--- config.mk ---
export PLATFORM = sky130hd
export DESIGN_NAME = char_lcd_bus_sequencer_flat
export DESIGN_NICKNAME = d
export VERILOG_FILES = /design/src/rtl/lcd_seq_pkg.sv /design/src/rtl/lcd_seq_if.sv /design/src/rtl/lcd_seq_front.sv /design/src/rtl/lcd_seq_queue.sv /design/src/rtl/lcd_seq_back.sv /design/src/rtl/char_lcd_bus_sequencer.sv /design/src/flat_wrapper.sv
export SDC_FILE = /design/constraint.sdc
export NUM_CORES = 1
export LEC_CHECK = 0
export ABC_AREA = 0
export BUFFER_PORTS_ARGS = -buffer_cell sky130_fd_sc_hd__buf_2
export CAP_MARGIN = 40
export CORE_MARGIN = 8
export CORE_UTILIZATION = 55
export DETAILED_ROUTE_END_ITERATION = 12
export GPL_TIMING_DRIVEN = 0
export MAX_ROUTING_LAYER = met4
export PLACE_DENSITY = 0.77
export SETUP_SLACK_MARGIN = 0.05
export SYNTH_ARGS = -nofsm -noshare
export SYNTH_HDL_FRONTEND = slang
export SYNTH_SLANG_ARGS = --single-unit
--- constraint.sdc ---
create_clock -name clk -period 6.31 [get_ports clk]
set_input_delay 1.893 -clock clk [delete_from_list [all_inputs] [get_ports clk]]
set_output_delay 1.893 -clock clk [all_outputs]
set_load 0.01 [all_outputs]
--- src/rtl/lcd_seq_pkg.sv ---
// Shared types, codes and command tables for the character LCD bus sequencer.
package lcd_seq_pkg;

    localparam logic [2:0] OP_INIT  = 3'd0;
    localparam logic [2:0] OP_CMD   = 3'd1;
    localparam logic [2:0] OP_DATA  = 3'd2;
    localparam logic [2:0] OP_POS   = 3'd3;
    localparam logic [2:0] OP_GLYPH = 3'd4;

    localparam logic CFG_IDX_MODE = 1'b0;

    localparam logic [3:0] STEP_CGRAM     = 4'd0;
    localparam logic [3:0] STEP_ROW_LAST  = 4'd8;
    localparam logic [3:0] STEP_INIT_LAST = 4'd8;
    localparam logic [3:0] STEP_CURSOR    = 4'd9;
    localparam logic [3:0] STEP_DATA      = 4'd10;

    localparam logic [7:0] CMD_FUNC_8BIT = 8'h38;
    localparam logic [7:0] CMD_FUNC_4BIT = 8'h28;
    localparam logic [7:0] CMD_CLEAR     = 8'h01;
    localparam logic [7:0] CMD_HOME      = 8'h02;
    localparam logic [7:0] CMD_ENTRY     = 8'h06;
    localparam logic [7:0] CMD_DISP_ON   = 8'h0C;
    localparam logic [7:0] CMD_LINE1     = 8'h80;

    localparam logic [7:0] ROW_BASE_1 = 8'h80;
    localparam logic [7:0] ROW_BASE_2 = 8'hC0;
    localparam logic [7:0] ROW_BASE_3 = 8'h94;
    localparam logic [7:0] ROW_BASE_4 = 8'hD4;

    localparam logic [14:0] WAIT_FIRST  = 15'd20000;
    localparam logic [14:0] WAIT_SECOND = 15'd5000;
    localparam logic [14:0] WAIT_THIRD  = 15'd150;
    localparam logic [14:0] WAIT_NONE   = 15'd0;

    typedef enum logic [2:0] {
        KIND_INIT,
        KIND_CMD,
        KIND_DATA,
        KIND_POS,
        KIND_GLYPH
    } kind_t;

    typedef enum logic {
        BK_START,
        BK_RUN
    } bk_state_t;

    typedef struct packed {
        kind_t       kind;
        logic        four_bit;
        logic [7:0]  byte_value;
        logic        pos_valid;
        logic [7:0]  cursor_addr;
        logic [2:0]  slot;
        logic [63:0] glyph_rows;
    } desc_t;

    function automatic logic [7:0] init_byte(input logic [3:0] step, input logic four_bit);
        logic [7:0] b;
        case (step)
            4'd0, 4'd1, 4'd2: b = CMD_FUNC_8BIT;
            4'd3:             b = CMD_CLEAR;
            4'd4:             b = CMD_HOME;
            4'd5:             b = CMD_ENTRY;
            4'd6:             b = CMD_DISP_ON;
            4'd7:             b = four_bit ? CMD_FUNC_4BIT : CMD_FUNC_8BIT;
            default:          b = CMD_LINE1;
        endcase
        return b;
    endfunction

    function automatic logic [14:0] init_wait(input logic [3:0] step);
        logic [14:0] w;
        case (step)
            4'd0:    w = WAIT_FIRST;
            4'd1:    w = WAIT_SECOND;
            4'd2:    w = WAIT_THIRD;
            default: w = WAIT_NONE;
        endcase
        return w;
    endfunction

endpackage

--- src/rtl/lcd_seq_if.sv ---
// Request and transfer channel interfaces of the character LCD bus sequencer.
interface lcd_seq_req_if;
    logic        valid;
    logic        ready;
    logic [2:0]  opcode;
    logic [7:0]  byte_value;
    logic [2:0]  row;
    logic [5:0]  column;
    logic [2:0]  glyph_slot;
    logic [63:0] glyph_rows;

    modport source (
        output valid, opcode, byte_value, row, column, glyph_slot, glyph_rows,
        input  ready
    );
    modport sink (
        input  valid, opcode, byte_value, row, column, glyph_slot, glyph_rows,
        output ready
    );
endinterface

interface lcd_seq_xfer_if;
    logic        valid;
    logic        ready;
    logic        reg_select;
    logic [7:0]  bus_value;
    logic [14:0] wait_before_us;
    logic        last;

    modport source (
        output valid, reg_select, bus_value, wait_before_us, last,
        input  ready
    );
    modport sink (
        input  valid, reg_select, bus_value, wait_before_us, last,
        output ready
    );
endinterface

--- src/rtl/lcd_seq_front.sv ---
// Request front end: mode register, request decode and cursor address calculation.
module lcd_seq_front (
    input  logic                 clk,
    input  logic                 rst_n,
    lcd_seq_req_if.sink          req,
    input  logic                 psel,
    input  logic                 penable,
    input  logic                 pwrite,
    input  logic [2:0]           paddr,
    input  logic [31:0]          pwdata,
    output logic [31:0]          prdata,
    output logic                 pready,
    output logic                 push,
    output lcd_seq_pkg::desc_t   push_desc,
    input  logic                 q_full
);

    logic       mode_reg;
    logic       mode_next;
    logic       op_valid;
    logic [7:0] row_base;

    assign pready = 1'b1;
    assign prdata = (paddr[2] == lcd_seq_pkg::CFG_IDX_MODE) ? {31'd0, mode_reg} : 32'd0;

    always_comb
    begin
        mode_next = mode_reg;
        if (psel && penable && pwrite && (paddr[2] == lcd_seq_pkg::CFG_IDX_MODE))
        begin
            mode_next = pwdata[0];
        end
    end

    always_ff @(posedge clk or negedge rst_n)
    begin
        if (!rst_n)
        begin
            mode_reg <= 1'b1;
        end
        else
        begin
            mode_reg <= mode_next;
        end
    end

    always_comb
    begin
        push_desc.pos_valid = 1'b1;
        unique case (req.row)
            3'd1:    row_base = lcd_seq_pkg::ROW_BASE_1;
            3'd2:    row_base = lcd_seq_pkg::ROW_BASE_2;
            3'd3:    row_base = lcd_seq_pkg::ROW_BASE_3;
            3'd4:    row_base = lcd_seq_pkg::ROW_BASE_4;
            default:
            begin
                row_base            = 8'd0;
                push_desc.pos_valid = 1'b0;
            end
        endcase
        push_desc.cursor_addr = row_base + {2'b00, req.column} + 8'hFF;
        push_desc.four_bit    = mode_reg;
        push_desc.byte_value  = req.byte_value;
        push_desc.slot        = req.glyph_slot;
        push_desc.glyph_rows  = req.glyph_rows;
        op_valid              = 1'b1;
        unique case (req.opcode)
            lcd_seq_pkg::OP_INIT:  push_desc.kind = lcd_seq_pkg::KIND_INIT;
            lcd_seq_pkg::OP_CMD:   push_desc.kind = lcd_seq_pkg::KIND_CMD;
            lcd_seq_pkg::OP_DATA:  push_desc.kind = lcd_seq_pkg::KIND_DATA;
            lcd_seq_pkg::OP_POS:   push_desc.kind = lcd_seq_pkg::KIND_POS;
            lcd_seq_pkg::OP_GLYPH: push_desc.kind = lcd_seq_pkg::KIND_GLYPH;
            default:
            begin
                push_desc.kind = lcd_seq_pkg::KIND_CMD;
                op_valid       = 1'b0;
            end
        endcase
    end

    // Requests with an unused opcode are taken and dropped.
    assign req.ready = !q_full;
    assign push      = req.valid && !q_full && op_valid;

endmodule

--- src/rtl/lcd_seq_queue.sv ---
// Small request queue between the front end and the transfer sequencer.
module lcd_seq_queue #(
    parameter int DEPTH = 2
) (
    input  logic                 clk,
    input  logic                 rst_n,
    input  logic                 push,
    input  lcd_seq_pkg::desc_t   push_desc,
    input  logic                 pop,
    output lcd_seq_pkg::desc_t   head,
    output logic                 full,
    output logic                 empty
);

    localparam int PTR_W = (DEPTH > 1) ? $clog2(DEPTH) : 1;
    localparam int CNT_W = $clog2(DEPTH + 1);

    lcd_seq_pkg::desc_t entry_reg [DEPTH];
    logic [PTR_W-1:0]   wr_ptr_reg, wr_ptr_next;
    logic [PTR_W-1:0]   rd_ptr_reg, rd_ptr_next;
    logic [CNT_W-1:0]   count_reg, count_next;
    logic               do_push;
    logic               do_pop;

    assign full    = (count_reg == CNT_W'(DEPTH));
    assign empty   = (count_reg == '0);
    assign do_push = push && !full;
    assign do_pop  = pop && !empty;
    assign head    = entry_reg[rd_ptr_reg];

    always_comb
    begin
        wr_ptr_next = wr_ptr_reg;
        rd_ptr_next = rd_ptr_reg;
        count_next  = count_reg;
        if (do_push)
        begin
            wr_ptr_next = (wr_ptr_reg == PTR_W'(DEPTH - 1)) ? '0 : wr_ptr_reg + 1'b1;
        end
        if (do_pop)
        begin
            rd_ptr_next = (rd_ptr_reg == PTR_W'(DEPTH - 1)) ? '0 : rd_ptr_reg + 1'b1;
        end
        if (do_push && !do_pop)
        begin
            count_next = count_reg + 1'b1;
        end
        else if (do_pop && !do_push)
        begin
            count_next = count_reg - 1'b1;
        end
    end

    always_ff @(posedge clk or negedge rst_n)
    begin
        if (!rst_n)
        begin
            wr_ptr_reg <= '0;
            rd_ptr_reg <= '0;
            count_reg  <= '0;
        end
        else
        begin
            wr_ptr_reg <= wr_ptr_next;
            rd_ptr_reg <= rd_ptr_next;
            count_reg  <= count_next;
        end
    end

    always_ff @(posedge clk)
    begin
        if (do_push)
        begin
            entry_reg[wr_ptr_reg] <= push_desc;
        end
    end

endmodule

--- src/rtl/lcd_seq_back.sv ---
// Transfer sequencer: expands a request into bus words, one per cycle while xfer is ready.
module lcd_seq_back (
    input  logic                 clk,
    input  logic                 rst_n,
    input  lcd_seq_pkg::desc_t   head,
    input  logic                 q_empty,
    output logic                 pop,
    lcd_seq_xfer_if.source       xfer
);

    lcd_seq_pkg::bk_state_t state_reg, state_next;
    logic [3:0]  step_reg, step_next;
    logic        nib_reg, nib_next;
    logic [3:0]  start_step;
    logic [3:0]  cur_step;
    logic [3:0]  after_step;
    logic [2:0]  row_idx;
    logic [7:0]  cur_byte;
    logic        cur_rs;
    logic        issue;
    logic        last_byte;
    logic        last_xfer;
    logic        out_valid_reg, out_valid_next;
    logic        rs_reg, rs_next;
    logic [7:0]  bus_reg, bus_next;
    logic [14:0] wait_reg, wait_next;
    logic        last_reg, last_next;

    always_comb
    begin
        unique case (head.kind) inside
            lcd_seq_pkg::KIND_INIT, lcd_seq_pkg::KIND_GLYPH:
                start_step = lcd_seq_pkg::STEP_CGRAM;
            lcd_seq_pkg::KIND_POS:
                start_step = head.pos_valid ? lcd_seq_pkg::STEP_CURSOR
                                            : lcd_seq_pkg::STEP_DATA;
            default:
                start_step = lcd_seq_pkg::STEP_DATA;
        endcase
    end

    assign cur_step = (state_reg == lcd_seq_pkg::BK_RUN) ? step_reg : start_step;
    assign row_idx  = 3'(cur_step - 4'd1);
    assign issue    = !q_empty && (!out_valid_reg || xfer.ready);

    always_comb
    begin
        cur_rs   = 1'b1;
        cur_byte = head.glyph_rows[{row_idx, 3'b000} +: 8];
        if (head.kind == lcd_seq_pkg::KIND_INIT)
        begin
            cur_rs   = 1'b0;
            cur_byte = lcd_seq_pkg::init_byte(cur_step, head.four_bit);
        end
        else
        begin
            case (cur_step)
                lcd_seq_pkg::STEP_CGRAM:
                begin
                    cur_rs   = 1'b0;
                    cur_byte = {2'b01, head.slot, 3'b000};
                end
                lcd_seq_pkg::STEP_CURSOR:
                begin
                    cur_rs   = 1'b0;
                    cur_byte = head.cursor_addr;
                end
                lcd_seq_pkg::STEP_DATA:
                begin
                    cur_rs   = (head.kind != lcd_seq_pkg::KIND_CMD);
                    cur_byte = (head.kind == lcd_seq_pkg::KIND_GLYPH) ? {5'd0, head.slot}
                                                                       : head.byte_value;
                end
                default:
                begin
                    cur_rs   = 1'b1;
                    cur_byte = head.glyph_rows[{row_idx, 3'b000} +: 8];
                end
            endcase
        end
    end

    assign last_byte = (head.kind == lcd_seq_pkg::KIND_INIT)
                       ? (cur_step == lcd_seq_pkg::STEP_INIT_LAST)
                       : (cur_step == lcd_seq_pkg::STEP_DATA);
    assign last_xfer = last_byte && (!head.four_bit || nib_reg);

    // After the last pattern byte of a glyph, the cursor command is skipped for an invalid row.
    assign after_step = ((head.kind != lcd_seq_pkg::KIND_INIT)
                         && (cur_step == lcd_seq_pkg::STEP_ROW_LAST))
                        ? (head.pos_valid ? lcd_seq_pkg::STEP_CURSOR : lcd_seq_pkg::STEP_DATA)
                        : cur_step + 4'd1;

    always_comb
    begin
        state_next = state_reg;
        if (issue)
        begin
            state_next = last_xfer ? lcd_seq_pkg::BK_START : lcd_seq_pkg::BK_RUN;
        end
    end

    always_comb
    begin
        step_next      = step_reg;
        nib_next       = nib_reg;
        pop            = issue && last_xfer;
        out_valid_next = xfer.ready ? 1'b0 : out_valid_reg;
        rs_next        = rs_reg;
        bus_next       = bus_reg;
        wait_next      = wait_reg;
        last_next      = last_reg;
        if (issue)
        begin
            out_valid_next = 1'b1;
            rs_next        = cur_rs;
            last_next      = last_xfer;
            if (head.four_bit)
            begin
                bus_next = nib_reg ? {4'd0, cur_byte[3:0]} : {4'd0, cur_byte[7:4]};
            end
            else
            begin
                bus_next = cur_byte;
            end
            if (nib_reg || (head.kind != lcd_seq_pkg::KIND_INIT))
            begin
                wait_next = lcd_seq_pkg::WAIT_NONE;
            end
            else
            begin
                wait_next = lcd_seq_pkg::init_wait(cur_step);
            end
            if (last_xfer)
            begin
                nib_next  = 1'b0;
                step_next = lcd_seq_pkg::STEP_CGRAM;
            end
            else if (head.four_bit && !nib_reg)
            begin
                nib_next  = 1'b1;
                step_next = cur_step;
            end
            else
            begin
                nib_next  = 1'b0;
                step_next = after_step;
            end
        end
    end

    always_ff @(posedge clk or negedge rst_n)
    begin
        if (!rst_n)
        begin
            state_reg     <= lcd_seq_pkg::BK_START;
            step_reg      <= lcd_seq_pkg::STEP_CGRAM;
            nib_reg       <= 1'b0;
            out_valid_reg <= 1'b0;
        end
        else
        begin
            state_reg     <= state_next;
            step_reg      <= step_next;
            nib_reg       <= nib_next;
            out_valid_reg <= out_valid_next;
        end
    end

    always_ff @(posedge clk)
    begin
        rs_reg   <= rs_next;
        bus_reg  <= bus_next;
        wait_reg <= wait_next;
        last_reg <= last_next;
    end

    assign xfer.valid          = out_valid_reg;
    assign xfer.reg_select     = rs_reg;
    assign xfer.bus_value      = bus_reg;
    assign xfer.wait_before_us = wait_reg;
    assign xfer.last           = last_reg;

`ifndef SYNTHESIS
    a_run_has_head: assert property (@(posedge clk) disable iff (!rst_n)
        (state_reg == lcd_seq_pkg::BK_RUN) |-> !q_empty)
        else $error("sequencer running without a queued request");

    a_nibble_mode: assert property (@(posedge clk) disable iff (!rst_n)
        nib_reg |-> ((state_reg == lcd_seq_pkg::BK_RUN) && head.four_bit))
        else $error("low nibble pending outside a 4-bit request");

    a_step_range: assert property (@(posedge clk) disable iff (!rst_n)
        (state_reg == lcd_seq_pkg::BK_RUN) |-> (step_reg <= lcd_seq_pkg::STEP_DATA))
        else $error("sequencer step out of range");

    a_pop_marks_last: assert property (@(posedge clk) disable iff (!rst_n)
        pop |=> (xfer.valid && xfer.last))
        else $error("request retired without a final word");
`endif

endmodule

--- src/rtl/char_lcd_bus_sequencer.sv ---
// Top level of the character LCD bus sequencer: front end, request queue and sequencer.
// With the sequencer idle, a request is written into the queue and its first word is then
// registered at the sequencer output. Throughput: one bus word per cycle while xfer.ready
// is high; a request has 1 to 22 words (22 for a custom glyph on the 4-bit bus).
// The front end keeps taking requests while the queue has room.
// Reset (rst_n low, asynchronous): 4-bit mode selected, queue empty, no word pending.
module char_lcd_bus_sequencer #(
    parameter int QUEUE_DEPTH = 2
) (
    input  logic          clk,
    input  logic          rst_n,
    lcd_seq_req_if.sink   req,
    lcd_seq_xfer_if.source xfer,
    input  logic          psel,
    input  logic          penable,
    input  logic          pwrite,
    input  logic [2:0]    paddr,
    input  logic [31:0]   pwdata,
    output logic [31:0]   prdata,
    output logic          pready
);

    lcd_seq_pkg::desc_t push_desc;
    lcd_seq_pkg::desc_t head;
    logic               push;
    logic               pop;
    logic               q_full;
    logic               q_empty;

    lcd_seq_front u_front (
        .clk       (clk),
        .rst_n     (rst_n),
        .req       (req),
        .psel      (psel),
        .penable   (penable),
        .pwrite    (pwrite),
        .paddr     (paddr),
        .pwdata    (pwdata),
        .prdata    (prdata),
        .pready    (pready),
        .push      (push),
        .push_desc (push_desc),
        .q_full    (q_full)
    );

    lcd_seq_queue #(
        .DEPTH (QUEUE_DEPTH)
    ) u_queue (
        .clk       (clk),
        .rst_n     (rst_n),
        .push      (push),
        .push_desc (push_desc),
        .pop       (pop),
        .head      (head),
        .full      (q_full),
        .empty     (q_empty)
    );

    lcd_seq_back u_back (
        .clk     (clk),
        .rst_n   (rst_n),
        .head    (head),
        .q_empty (q_empty),
        .pop     (pop),
        .xfer    (xfer)
    );

endmodule
--- src/flat_wrapper.sv ---
// flat-port wrapper written by rule: the top's interface ports become plain ports
module char_lcd_bus_sequencer_flat 
#(
    parameter int QUEUE_DEPTH = 2
)
  (clk, rst_n, psel, penable, pwrite, paddr, pwdata, prdata, pready, req_valid, req_opcode, req_byte_value, req_row, req_column, req_glyph_slot, req_glyph_rows, req_ready, xfer_valid, xfer_reg_select, xfer_bus_value, xfer_wait_before_us, xfer_last, xfer_ready);
  lcd_seq_req_if req_i ();
  lcd_seq_xfer_if xfer_i ();
  input  logic clk;
  input  logic rst_n;
  input  logic psel;
  input  logic penable;
  input  logic pwrite;
  input  logic [2:0] paddr;
  input  logic [31:0] pwdata;
  output logic [31:0] prdata;
  output logic pready;
  input wire logic [$bits(req_i.valid)-1:0] req_valid;
  input wire logic [$bits(req_i.opcode)-1:0] req_opcode;
  input wire logic [$bits(req_i.byte_value)-1:0] req_byte_value;
  input wire logic [$bits(req_i.row)-1:0] req_row;
  input wire logic [$bits(req_i.column)-1:0] req_column;
  input wire logic [$bits(req_i.glyph_slot)-1:0] req_glyph_slot;
  input wire logic [$bits(req_i.glyph_rows)-1:0] req_glyph_rows;
  output wire logic [$bits(req_i.ready)-1:0] req_ready;
  output wire logic [$bits(xfer_i.valid)-1:0] xfer_valid;
  output wire logic [$bits(xfer_i.reg_select)-1:0] xfer_reg_select;
  output wire logic [$bits(xfer_i.bus_value)-1:0] xfer_bus_value;
  output wire logic [$bits(xfer_i.wait_before_us)-1:0] xfer_wait_before_us;
  output wire logic [$bits(xfer_i.last)-1:0] xfer_last;
  input wire logic [$bits(xfer_i.ready)-1:0] xfer_ready;
  assign req_i.valid = req_valid;
  assign req_i.opcode = req_opcode;
  assign req_i.byte_value = req_byte_value;
  assign req_i.row = req_row;
  assign req_i.column = req_column;
  assign req_i.glyph_slot = req_glyph_slot;
  assign req_i.glyph_rows = req_glyph_rows;
  assign req_ready = req_i.ready;
  assign xfer_valid = xfer_i.valid;
  assign xfer_reg_select = xfer_i.reg_select;
  assign xfer_bus_value = xfer_i.bus_value;
  assign xfer_wait_before_us = xfer_i.wait_before_us;
  assign xfer_last = xfer_i.last;
  assign xfer_i.ready = xfer_ready;
  char_lcd_bus_sequencer #(.QUEUE_DEPTH(QUEUE_DEPTH)) u_core (.clk(clk), .rst_n(rst_n), .req(req_i), .xfer(xfer_i), .psel(psel), .penable(penable), .pwrite(pwrite), .paddr(paddr), .pwdata(pwdata), .prdata(prdata), .pready(pready));
endmodule
Yosys cells after proc, flatten, opt, wreduce, memory -nomap -nowiden
Memories as Yosys holds them, arrays and structs flattened. Index checks and enable logic that the tools add are counted.

Register bits: 37. RAM bits: 176. Input port bits: 129. Memories: 1.

Add/sub/neg operators: 8. Equal/unequal tests: 22. Shift-type cells: 1. Muxes and demuxes: 32. Bitwise operators: 1. Reduce and logical (&&, ||, !) cells: 36.

Memory list: u_core.u_queue.entry_reg (words 2, width 88, read ports 1, clocked after Yosys merged registers in 0, wr ports 1, RTL line lcd_seq_queue.sv:18) `lcd_seq_pkg::desc_t entry_reg [DEPTH];`.

Operator list (number): 64-bit by 7-bit indexed part select with 8-bit output (1); 8-bit one-hot mux with 6 select lines (1); 15-bit one-hot mux with 3 select lines (1); 8-bit one-hot mux with 4 select lines (1); 8-bit 2-to-1 mux (3); 8-bit one-hot mux with 3 select lines (1); 4-bit 2-to-1 mux (5); 4-bit by 3-bit equality test with 1-bit output (second input constant) (4); 3-bit by 2-bit equality test with 1-bit output (second input constant) (5); 1-bit logical AND (14); 1-bit 2-to-1 mux (13); 4-bit equality test (second input constant) (3); 3-bit one-hot mux with 4 select lines (1); 3-bit equality test (second input constant) (3); 8-bit by 6-bit adder with 8-bit output (1); 8-bit adder (second input constant) (1); 4-bit by 2-bit equality test with 1-bit output (second input constant) (2); 4-bit one-hot mux with 2 select lines (1); 1-bit zero test (7); 3-bit by 1-bit equality test with 1-bit output (second input constant) (2); 3-bit zero test (2); 2-bit 2-to-1 mux (3); 5-bit 2-to-1 mux (1); 5-bit OR reduction (1); other kinds (18) (23).

Depth between registers and ports, before layout
Gate-level depths: netlist of the first run. An unclocked memory read counts as a cell.

Depth after elaboration: 13. Depth in mapped cells: 16.

Hierarchy
From an unflattened synthesis of the first run, not the netlist that was laid out.

Cells, all modules: 730. Area total of the unflattened synthesis: 9953.3 um^2.

By module, submodules not included: lcd_seq_queue (times used 1, cells an instance 293, area each 6578.8 um^2); lcd_seq_back (times used 1, cells an instance 273, area each 2130.8 um^2); lcd_seq_front (times used 1, cells an instance 164, area each 1243.7 um^2).

Least setup slack after synthesis of the first run
No wires, ideal clock.

Path type: input to register. Start point: input port req_opcode[1]. End point: memory u_core.u_queue.entry_reg[0][0] in the netlist's numbering (enable). Data arrival time: 5.863 ns. Data required time: 5.775 ns. Path slack: -0.089 ns. Stages: 3. Path buffers: 0. Cell sequence: o21ai_0 -> nand3_1 -> nor2_1.

Word-level cells in the longest chain between the ends: 7.

Ends and longest elaborated chain: from (decl) (RTL line flat_wrapper.sv:19) `input wire logic [$bits(req_i.opcode)-1:0] req_opcode;`; 3-bit equality test, or another cell as far along (RTL line lcd_seq_front.sv:67) `unique case (req.opcode)`; 5-bit OR reduction (no line) (*); 1-bit 2-to-1 mux (*) (RTL line lcd_seq_front.sv:67); 1-bit logical AND (*) (RTL line lcd_seq_front.sv:83) `assign push = req.valid && !q_full && op_valid;`; 1-bit logical AND (*) (RTL line lcd_seq_queue.sv:27) `assign do_push = push && !full;`; 1-bit 2-to-1 mux (*) (RTL line lcd_seq_queue.sv:72) `if (do_push)`; 1-bit 2-to-1 mux (implied by the code) (*) (RTL line lcd_seq_queue.sv:74) `entry_reg[wr_ptr_reg] <= push_desc;`; to (decl) (RTL line lcd_seq_queue.sv:18).

Mark *: on every way between the ends. The rest lies on a longest branch, timed or not.

Worst setup path in the final report of the first run
Start point: memory u_core.u_queue.entry_reg[1][85] in the netlist's numbering. End point: register u_core.u_back.bus_reg[2], in the netlist u_core.u_back.xfer.bus_value[2] (data pin).

Word-level cells in the longest chain between the ends: 11.

Ends and longest elaborated chain: memory 2 x 88 bit (*); 3-bit equality test / 3-bit zero test (equally long branches) (RTL line lcd_seq_back.sv:71, lcd_seq_back.sv:50); 2-bit OR reduction (RTL line lcd_seq_back.sv:31) `unique case (head.kind) inside`; 4-bit one-hot mux with 2 select lines (RTL line lcd_seq_back.sv:31); 4-bit 2-to-1 mux (RTL line lcd_seq_back.sv:42) `assign cur_step = (state_reg == lcd_seq_pkg::BK_RUN) ? step_reg : start_step;`; 3-bit by 1-bit subtractor with 3-bit output, or another cell as far along (RTL line lcd_seq_back.sv:43) `assign row_idx = 3'(cur_step - 4'd1);`; 64-bit by 7-bit indexed part select with 8-bit output / 3-bit OR reduction (equally long branches) (RTL line lcd_seq_back.sv:77, lcd_seq_pkg.sv:61); 8-bit one-hot mux with 3 select lines / 8-bit one-hot mux with 6 select lines (equally long branches) (RTL line lcd_seq_back.sv:57, lcd_seq_pkg.sv:61); 8-bit 2-to-1 mux (*) (RTL line lcd_seq_back.sv:50) `if (head.kind == lcd_seq_pkg::KIND_INIT)`; 4-bit 2-to-1 mux (RTL line lcd_seq_back.sv:120) `bus_next = nib_reg ? {4'd0, cur_byte[3:0]} : {4'd0, cur_byte[7:4]};`; 8-bit 2-to-1 mux (*) (RTL line lcd_seq_back.sv:118) `if (head.four_bit)`; to (signal assigned) (RTL line lcd_seq_back.sv:173) `bus_reg <= bus_next;`; to (decl) (RTL line lcd_seq_back.sv:25) `logic [7:0] bus_reg, bus_next;`.

Marks and branches as above. A chain may end at the register's enable or synchronous reset.

==> results of run 1 <==
## metal layers
| layer | global-route usage (%) | up-vias |
|---|---|---|
| li1 | - | 2942 |
| met1 | 26.2 | 3092 |
| met2 | 33.9 | 440 |
| met3 | 5.14 | 74 |
| met4 | 8.82 | 0 |
| met5 | - | - |
## power by group
part           leakage [µW]  internal [µW]  switching, µW
Combinational       0.00217           1010           1680
Clock              0.000347            745            509
Sequential          0.00190           1810            101
Total               0.00442           3570           2290
## kinds of logic after synthesis
| logic type | Yosys count | share of synthesized area [%] |
|---|---|---|
| mux | 50 | 7.23 |
| flops | 203 | 63.2 |
| fa+ha+maj | 16 | 2.18 |
| compound gates | 140 | 10.4 |
| buf+inv | 93 | 6.09 |
| xor+xnor | 12 | 1.10 |
| other cells | 2 | 0.0787 |
| simple gates | 165 | 9.65 |
## layout make-up
| class | count | area (µm²) | area share [%] |
|---|---|---|---|
| buffer | 72 | 503 | 4.42 |
| clock buffer | 28 | 593 | 5.22 |
| clock inverter | 12 | 114 | 1.00 |
| inverter | 21 | 78.8 | 0.693 |
| multi-input combinational | 418 | 3060 | 26.9 |
| sequential | 203 | 6040 | 53.1 |
| tap | 225 | 282 | 2.48 |
| timing repair buffer | 125 | 701 | 6.16 |
## cell usage in the layout, fill, tap and decap left out, types with 4 or more instances in the layout
master,synthesis,routed
and2_1,6,5
a22oi_1,4,4
nand4_1,4,4
ha_1,15,15
nor4_1,6,6
a21o_1,5,5
nor3_1,11,11
a31oi_1,7,7
clkbuf_1,11,15
mux2_2,9,9
edfxtp_1,191,191
nor2_1,24,23
clkbuf_16,0,22
or2_2,5,5
dfrtp_1,11,11
nand3_1,25,25
nand2b_1,6,6
o22ai_1,5,5
o31ai_1,6,6
xnor2_1,8,8
o211ai_1,7,7
o32ai_1,4,4
nand2_1,33,33
mux4_2,13,13
a21oi_1,25,25
xor2_1,4,4
inv_1,19,19
buf_4,46,46
nor2b_1,4,4
buf_12,2,4
a211oi_1,12,12
and3_1,18,18
o21ai_0,30,30
mux2i_1,27,27
clkinv_1,1,7
buf_2,10,131
conb_1,2,35
## worst register-to-register path: cells and delay by family (launching register included)
kind,cells,cell delay [ns]
AO/OA/AOI/OAI,5,1.65
adder cells (fa/ha/maj),1,0.22
buffers and inverters,2,0.96
flip-flops,1,0.47
multiplexers,1,0.17
AND/OR/NAND/NOR,3,0.83
## per-stage QoR
step	cell area [µm²]	power (µW)	setup TNS [ns]	cells
5_1_grt	11400	6110	0	1104
3_3_place_gp	10600	4500	-3.00	1059
2_1_floorplan	9670	3730	0	714
4_1_cts	11400	5800	0	1104
3_5_place_dp	10700	4540	0	1064
6_report	11400	5850	0	1104
## how the worst max path moves through the flow
stage,startpoint,endpoint,slack (ns),cells past startpoint
6_report,u_core.u_queue.entry_reg[1][85],u_core.u_back.xfer.bus_value[2],1.77,12
3_3_place_gp,req_opcode[1],u_core.u_queue.entry_reg[0][33],-0.04,4
5_1_grt,u_core.u_queue.entry_reg[1][85],u_core.u_back.xfer.bus_value[2],1.58,12
2_1_floorplan,req_opcode[1],u_core.u_queue.entry_reg[0][0],1.38,3
3_5_place_dp,u_core.u_queue.entry_reg[1][85],u_core.u_back.xfer.bus_value[2],1.98,12
4_1_cts,u_core.u_queue.entry_reg[1][85],u_core.u_back.xfer.bus_value[2],1.90,12
==> summary.txt, run 1 <==
Timing
  – Hold_ws: 0.505 ns
  – Max Freq: 220 MHz
  – Worst setup margin: 1.77 ns
  – Slew HR: 46.4%
  – Final hold vios: 0
  – RSZ-0062 raised after global routing: false
  – Tcrit/Tclk final: 71.9%
  – Worst-margin pin slew: 0.802 ns
  – Slew Viols, Final: 0
  – Clock Skews: 0.00721 ns
  – Final setup violation count: 0
  – Fin crit period: 4.54 ns

Die
  – Starting density of the core: 55.8%
  – Ports: 189
  – CORE AREA: 17100 µm²
  – Die ar.: 21800 µm²
  – Die Span X: 148 µm
  – Die Ht: 148 µm
  – Rows: 48

Global route
  – First-pass GRT wire length: 35.5 mm
  – Largest net degree at the start of global routing: 49
  – Total gr overflow: 0
  – GRT Total Usage: 21.4%
  – Vias in the first global route: 6653
  – Initial antenna violation count: 0

Final layout
  – Diodes inserted: 0
  – Final core occ: 66.4%
  – # nets final: 1008
  – # fillers: 1195
  – Share of cells above drive strength 1: 29.9%
  – Area growth syn-to-layout: 19.1%
  – Max reg flops: 176

CTS
  – Worst-Skew Late Latency: 0.51 ns
  – Cts hold-fix bufs: 0
  – Clock Pin Slew Worst Setup and Hold Paths: 0.06 ns
  – TritonCTS clock tree: done
  – Clock root cell: clkbuf_16
  – Post-CTS setup buffers: 0
  – Clock sinks: 203
  – Total CTS buffers: 22
  – Clock Tree Buf Depth: 3
  – # H-tree levels: 1
  – Post-CTS Resized: 0

Routing
  – Vias per Instance: 5.93
  – Iter 0 DRT Violations: 634
  – Met1 Routed Length: 8.83 mm
  – Routed length per instance: 20.9 µm
  – Final ANT Viol Nets: 0
  – Drt first pass iters: 5
  – Via count: 6548
  – Met2 WL: 10.8 mm
  – # DRC: 0
  – Max Used Layer: met4
  – Met3 wire len: 2.53 mm
  – Total Wirelength: 23.1 mm

Logic synthesis
  – Synth area leaders: edfxtp_1, buf_4, mux4_2
  – Async SR Flop Fraction: 5.91%
  – Prevailing post-synth register cell: edfxtp_1
  – Synthesized flop and latch total: 203
  – Syn Area/Cell: 14.0 µm²
  – Synth Cell Area: 9550 µm²
  – EDFF count, synth: 191
  – Post-synth top cells: edfxtp_1, buf_4, nand2_1
  – Synth warn: 0
  – Post-synth cell types: 76
  – Cells after Synth: 681
  – Most common cell in the synthesized netlist: edfxtp_1
  – Register area share after synthesis: 63.2%
  – Yosys top cell area share: 60.1%
  – Cell accounting for the most synthesized area: edfxtp_1

Place
  – IO Port Bufs: 120
  – HPWL after detailed placement: 16.2 mm
  – Pre-CTS WS: 1.98 ns
  – Gpl congestion: 0.947

Worst hold path
  – Hold path depth: 2
  – Hold path startpoint: u_core.u_back.xfer.valid
  – Hold WC Path Type: flop to flop
  – Worst Hold End: u_core.u_back.xfer.valid

Power
  – LEAKAGE: 0.00442 µW
  – Power density cells: 515 nW/µm²
  – VDD IR max: 0.316 mV

Setup path
  – Slowest stage cell, crit path: clkbuf_1
  – Crit path buf inv count: 2
  – Worst Path Max Fanout: 10
  – Setup CP Type: flop to flop
  – Required time at the worst-slack endpoint: 6.58 ns
  – Crit-path cells: or3b_2 > nand2_1 > nor3_1 > a21oi_1 > ha_1 > clkbuf_1 > clkbuf_1 > mux2i_1 > a32o_1 > a211oi_1 > o2bb2ai_1 > a311oi_1
  – R2R setup slack: 1.77 ns
  – Worst EP arrival: 4.81 ns
  – Delay of the slowest critical-path stage: 0.58 ns
  – Critical path's top delay family: compound AO/OA/AOI/OAI gates
  – Worst setup EP type: flop
  – Reg2reg path depth: 12
  – Critical R2R Capture: u_core.u_back.xfer.bus_value[2]
  – Critical Path Most Common Cell: clkbuf_1
  – Critical R2R Launch: u_core.u_queue.entry_reg[1][85]
  – Crit path launch type: flop

Outcome
  – Status: finished clean

Run
  – Max Cap Viol: 0
Power figures use the tool's default switching activity.
==> inputs of run 2 (changes only) <==
==> constraint.sdc (replaced) <==
create_clock -name clk -period 4.5 [get_ports clk]
set_input_delay 1.35 -clock clk [delete_from_list [all_inputs] [get_ports clk]]
set_output_delay 1.35 -clock clk [all_outputs]
set_load 0.01 [all_outputs]
==> summary.txt, run 2 (same netlist as run 1, synthesis figures left out) <==
Setup path
  – Worst path depth: 14 (+2)
  – Required time at the worst-slack endpoint: 4.77 ns (-1.81 ns)
  – Critical R2R Launch: u_core.u_queue.rd_ptr_reg
  – Setup CP Type: flop to flop
  – Reg2reg path depth: 14 (+2)
  – Slowest stage cell, crit path: a311oi_1
  – Crit path launch type: flop
  – Critical path's top delay family: compound AO/OA/AOI/OAI gates
  – Worst Path Max Fanout: 11 (+1)
  – Delay of the slowest critical-path stage: 0.42 ns (-0.16 ns)
  – Crit path buf inv count: 5 (+3)
  – Critical R2R Capture: u_core.u_back.xfer.bus_value[2]
  – Worst EP arrival: 4.49 ns (-0.32 ns)
  – Crit-path cells: buf_6 > nand4bb_4 > o31a_4 > nand2_4 > buf_12 > buf_4 > ha_1 > clkbuf_1 > clkbuf_2 > mux2i_1 > a32o_1 > a211oi_1 > o2bb2ai_1 > a311oi_1
  – Worst setup EP type: flop
  – R2R setup slack: 0.27 ns (-1.50 ns)

Global route
  – Total gr overflow: 0 (unchanged)
  – Largest net degree at the start of global routing: 49 (unchanged)
  – Vias in the first global route: 6653 (unchanged)
  – First-pass GRT wire length: 35.5 mm (unchanged)
  – Initial antenna violation count: 0 (unchanged)
  – GRT Total Usage: 21.4% (unchanged)

Routing
  – Vias per Instance: 5.91 (-0.43%)
  – Drt first pass iters: 5 (unchanged)
  – Final ANT Viol Nets: 0 (unchanged)
  – Iter 0 DRT Violations: 586 (-7.6%)
  – Total Wirelength: 23.0 mm (-0.43%)
  – # DRC: 0 (unchanged)
  – Routed length per instance: 20.8 µm (-0.43%)
  – Via count: 6520 (-0.43%)

Timing
  – Slew HR: 46.1% (-0.28 points)
  – Max Freq: 237 MHz (+7.3%)
  – Hold_ws: 0.504 ns (-0.000136 ns)
  – Slew Viols, Final: 0 (unchanged)
  – Fin crit period: 4.23 ns (-0.310 ns)
  – Final setup violation count: 0 (unchanged)
  – Tcrit/Tclk final: 93.9% (+22 points)
  – RSZ-0062 raised after global routing: false
  – Worst-margin pin slew: 0.806 ns (+0.00426 ns)
  – Final hold vios: 0 (unchanged)
  – Post-route setup TNS: 0 ns (unchanged)
  – Clock Skews: 0.00900 ns (+0.00179 ns)
  – Worst setup margin: 0.273 ns (-1.50 ns)

Power
  – Power density cells: 721 nW/µm² (+40%)
  – Total power: 8200 µW (+40%)
  – VDD IR max: 0.448 mV (+42%)
  – LEAKAGE: 0.00442 µW (about the same)

CTS
  – Clock Tree Buf Depth: 3 (unchanged)
  – Post-CTS Resized: 0 (unchanged)
  – Cts hold-fix bufs: 0 (unchanged)
  – Worst-Skew Late Latency: 0.51 ns (about the same)
  – Clock sinks: 203 (unchanged)
  – # H-tree levels: 1 (unchanged)
  – Total CTS buffers: 22 (unchanged)
  – Clock root cell: clkbuf_16
  – Post-CTS setup buffers: 0 (unchanged)
  – Clock Pin Slew Worst Setup and Hold Paths: 0.06 ns (about the same)
  – TritonCTS clock tree: done

Final layout
  – Share of cells above drive strength 1: 30.1% (+0.23 points)
  – Max reg flops: 176 (unchanged)
  – # nets final: 1008 (unchanged)
  – Diodes inserted: 0 (unchanged)
  – # fillers: 1194 (-0.084%)
  – Area growth syn-to-layout: 19.2% (about the same)
  – Most common cell after layout, fill and taps aside: edfxtp_1
  – Most frequent cells in the layout: edfxtp_1, buf_2, buf_4
  – Finished Layout Cells: 1104 (unchanged)

Die
  – CORE AREA: 17100 µm² (unchanged)
  – Rows: 48 (unchanged)
  – Die Span X: 148 µm (unchanged)
  – Ports: 189 (unchanged)
  – Starting density of the core: 55.8% (unchanged)
  – Die ar.: 21800 µm² (unchanged)
  – Die Ht: 148 µm (unchanged)

Worst hold path
  – Worst Hold End: u_core.u_back.xfer.valid
  – Hold path depth: 2 (unchanged)
  – Hold path startpoint: u_core.u_back.xfer.valid
  – Hold WC Path Type: flop to flop

Place
  – IO Port Bufs: 120 (unchanged)
  – Cell total after placement: 1064 (unchanged)
  – Gpl congestion: 0.947 (unchanged)
  – Pre-CTS WS: 0.173 ns (-1.81 ns)
  – HPWL after detailed placement: 16.2 mm (unchanged)

Outcome
  – Status: finished clean

Run
  – Max Cap Viol: 0 (unchanged)
-- run 2: power by group --
| group | total (µW) | switching [µW] | internal (µW) |
|---|---|---|---|
| clock network | 1750 | 707 | 1050 |
| registers | 2690 | 143 | 2540 |
| logic | 3770 | 2350 | 1420 |
-- run 2: routing by layer --
layer,up-vias,global-route usage (%),part of all wire [%]
li1,2946,-,-
met5,-,-,0
met4,0,8.82,3.9
met1,3074,26.2,39
met3,73,5.14,11
met2,427,33.9,47
-- run 2: worst register-to-register path: cells and delay by family (launching register included) --
kind,cells,cell delay [ns]
AOI/OAI and AO/OA,5,1.64
adders and majority gates,1,0.19
buffers and inverters,5,1.28
DFF,1,0.37
muxes,1,0.13
and+or+nand+nor,2,0.39
-- run 2: metrics by stage --
| stage | instance area [µm²] | util [%] |
|---|---|---|
| after floorplan | 9670 | - |
| after global placement | 10600 | 61.7 |
| after detailed placement | 10700 | 62.3 |
| after CTS | 11400 | 66.4 |
| after global routing | 11400 | 66.5 |
| final | 11400 | 66.5 |
-- run 2: worst max-delay path by stage --
stage / from / to / slack (ns)
after global routing: u_core.u_queue.entry_reg[0][87] / u_core.u_back.xfer.bus_value[3] / 0.17
after floorplan: req_opcode[1] / u_core.u_queue.entry_reg[0][0] / 0.12
after global placement: req_opcode[1] / u_core.u_queue.entry_reg[0][33] / -1.30
final: u_core.u_queue.rd_ptr_reg / u_core.u_back.xfer.bus_value[2] / 0.27
after detailed placement: u_core.u_queue.entry_reg[1][85] / u_core.u_back.xfer.bus_value[2] / 0.17
after CTS: u_core.u_queue.entry_reg[1][85] / u_core.u_back.xfer.bus_value[2] / 0.09
-- run 2: final cells by class --
| cell class | instances | area, µm² | share of cell area, % |
|---|---|---|---|
| clock inverters | 12 | 114 | 1.00 |
| well taps | 225 | 282 | 2.47 |
| inverters | 21 | 78.8 | 0.693 |
| clock buffers | 28 | 593 | 5.21 |
| flip-flops and latches | 203 | 6040 | 53.1 |
| multi-input cells | 418 | 3070 | 27.0 |
| plain buffers | 72 | 504 | 4.43 |
| repair buffers | 125 | 701 | 6.16 |
==> inputs of run 3 (changes only) <==
--- a/config.mk
+++ b/config.mk
@@ -13,7 +13,7 @@
 export DETAILED_ROUTE_END_ITERATION = 12
 export GPL_TIMING_DRIVEN = 0
 export MAX_ROUTING_LAYER = met4
-export PLACE_DENSITY = 0.77
+export PLACE_DENSITY = 0.85
 export SETUP_SLACK_MARGIN = 0.05
 export SYNTH_ARGS = -nofsm -noshare
 export SYNTH_HDL_FRONTEND = slang
==> summary.txt, run 3 (same netlist as run 1, synthesis figures left out) <==
CTS
  – Clock Tree Buf Depth: 3 (unchanged)
  – Clock root cell: clkbuf_16
  – # H-tree levels: 1 (unchanged)
  – Clock Pin Slew Worst Setup and Hold Paths: 0.06 ns (about the same)
  – Clock sinks: 203 (unchanged)
  – Worst-Skew Late Latency: 0.50 ns (about the same)
  – Cts hold-fix bufs: 0 (unchanged)
  – Total CTS buffers: 21 (-4.5%)
  – TritonCTS clock tree: done
  – Post-CTS setup buffers: 0 (unchanged)

Timing
  – Tcrit/Tclk final: 97.7% (+3.8 points)
  – Clock Skews: 0.0107 ns (+0.00170 ns)
  – RSZ-0062 raised after global routing: false
  – Slew HR: 51.4% (+5.3 points)
  – Max Freq: 227 MHz (-3.9%)
  – Fin crit period: 4.40 ns (+0.171 ns)
  – Post-route setup TNS: 0 ns (unchanged)
  – Worst-margin pin slew: 0.727 ns (-0.0785 ns)
  – Slew Viols, Final: 0 (unchanged)
  – Final setup violation count: 0 (unchanged)
  – Final hold vios: 0 (unchanged)

Global route
  – Largest net degree at the start of global routing: 52 (+6.1%)
  – Total gr overflow: 0 (unchanged)
  – Initial antenna violation count: 1 (+1)
  – GRT Total Usage: 21.3% (-0.14 points)
  – Vias in the first global route: 6414 (-3.6%)
  – First-pass GRT wire length: 35.1 mm (-1.0%)

Worst hold path
  – Hold path depth: 2 (unchanged)
  – Worst Hold End: u_core.u_back.xfer.valid
  – Hold WC Path Type: flop to flop
  – Hold path startpoint: u_core.u_back.xfer.valid

Final layout
  – Max reg flops: 176 (unchanged)
  – Area growth syn-to-layout: 18.3%
  – Most common cell after layout, fill and taps aside: edfxtp_1
  – Final Instance Area: 11300 µm² (-0.75%)
  – # nets final: 1007 (-0.099%)
  – Most frequent cells in the layout: edfxtp_1, buf_2, buf_4
  – Share of cells above drive strength 1: 29.7% (-0.47 points)

Setup path
  – Crit path buf inv count: 2 (-3)
  – R2R setup slack: 0.10 ns (-0.17 ns)
  – Crit-path cells: or3b_2 > nand2_1 > nor3_1 > a21oi_1 > ha_1 > clkbuf_1 > clkbuf_2 > nand2_1 > a2111oi_0 > nor3_1 > a21oi_1 > nor3b_1
  – Reg2reg path depth: 12 (-2)
  – Critical path's top delay family: simple AND/OR/NAND/NOR gates
  – Crit path launch type: flop
  – Worst setup EP type: flop
  – Setup CP Type: flop to flop
  – Required time at the worst-slack endpoint: 4.72 ns (-0.05 ns)
  – Worst Path Max Fanout: 10 (-1)
  – Critical R2R Launch: u_core.u_queue.entry_reg[1][85]
  – Slowest stage cell, crit path: a2111oi_0
  – Delay of the slowest critical-path stage: 0.65 ns (+0.23 ns)
  – Worst EP arrival: 4.61 ns (+0.12 ns)
  – Critical R2R Capture: u_core.u_back.xfer.bus_value[6]

Die
  – Die Ht: 148 µm (unchanged)
  – Ports: 189 (unchanged)
  – Starting density of the core: 55.8% (unchanged)
  – CORE AREA: 17100 µm² (unchanged)
  – Die ar.: 21800 µm² (unchanged)
  – Rows: 48 (unchanged)
  – Die Span X: 148 µm (unchanged)

Outcome
  – Status: finished clean

Routing
  – Iter 0 DRT Violations: 944 (+61%)
  – Vias per Instance: 5.93 (+0.43%)
  – Total Wirelength: 23.2 mm (+1.1%)
  – Via count: 6536 (+0.25%)
  – Final ANT Viol Nets: 0 (unchanged)
  – Routed length per instance: 21.1 µm (+1.3%)
  – Drt first pass iters: 6 (+1)
  – # DRC: 0 (unchanged)

Power
  – Power density cells: 716 nW/µm² (-0.67%)
  – LEAKAGE: 0.00438 µW (-0.98%)
  – VDD IR max: 0.485 mV (+8.3%)

Run
  – Max Cap Viol: 0 (unchanged)

Place
  – IO Port Bufs: 120 (unchanged)
  – Gpl congestion: 0.943 (-0.44%)
  – HPWL after detailed placement: 16.4 mm (+0.64%)
  – Placed Area: 10700 µm² (unchanged)
-- run 3: changes by cell type in the layout (fill, tap and decap cells not counted), moves of 2 or more --
cell,change
clkbuf_1,+4
inv_6,+2
clkbuf_8,-2
clkinv_1,-3
-- run 3: metrics by stage --
| stage | total power [µW] | utilization, % | cells | worst slack [ns] | hold slack (ns) |
|---|---|---|---|---|---|
| after floorplan | 5230 | - | 714 | 0.117 | 0.472 |
| after global placement | 6280 | 61.7 | 1059 | -1.28 | 0.484 |
| after detailed placement | 6370 | 62.3 | 1064 | 0.0831 | 0.483 |
| after CTS | 8000 | 65.9 | 1101 | 0.0514 | 0.499 |
| after global routing | 8430 | 66.0 | 1102 | 0.0487 | 0.557 |
| final | 8090 | 66.0 | 1102 | 0.102 | 0.502 |
-- run 3: final cells by class --
type                    count  area (µm²)
well taps                 225         282
multi-input cells         418        3060
plain buffers              72         504
clock buffers              29         556
repair buffers            125         701
diodes                      1        2.50
flip-flops and latches    203        6040
inverters                  21        78.8
fillers                  1216        5830
clock inverters             8        68.8
-- run 3: routing by layer --
layer	track usage, %	vias to the layer above	part of all wire, %
li1	-	2940	-
met4	8.92	0	3.8
met2	33.3	444	48
met1	26.4	3082	37
met3	4.83	70	11
met5	-	-	0
-- run 3: worst max path at each step --
stage                                     from                         endpoint  slack, ns  cells past startpoint
5_1_grt        u_core.u_queue.entry_reg[1][85]  u_core.u_back.xfer.bus_value[6]       0.05                     12
3_3_place_gp                     req_opcode[1]  u_core.u_queue.entry_reg[0][41]      -1.28                      4
2_1_floorplan                    req_opcode[1]   u_core.u_queue.entry_reg[0][0]       0.12                      3
4_1_cts        u_core.u_queue.entry_reg[1][85]  u_core.u_back.xfer.bus_value[6]       0.05                     12
3_5_place_dp   u_core.u_queue.entry_reg[1][85]  u_core.u_back.xfer.bus_value[2]       0.08                     12
6_report       u_core.u_queue.entry_reg[1][85]  u_core.u_back.xfer.bus_value[6]       0.10                     12
-- run 3: worst reg2reg max path, cell delays in order, from the launching register on --
cell and delay [ns]:
edfxtp_1 0.47, or3b_2 0.56, nand2_1 0.23, nor3_1 0.09, a21oi_1 0.45, ha_1 0.21, clkbuf_1 0.39, clkbuf_2 0.39
nand2_1 0.22, a2111oi_0 0.65, nor3_1 0.14, a21oi_1 0.22, nor3b_1 0.11
-- run 3: power by group --
group          leakage (µW)  switching [µW]  internal (µW)
logic               0.00217            2380           1410
registers           0.00190             140           2540
clock network      0.000304             690            923
-- run 3: what timing repair did --
| action | CTS | global route |
|---|---|---|
| gates resized for setup | 0 | 2 |
| endpoints found under the hold margin | 0 | 0 |
| setup endpoints to repair | 0 | 8 |
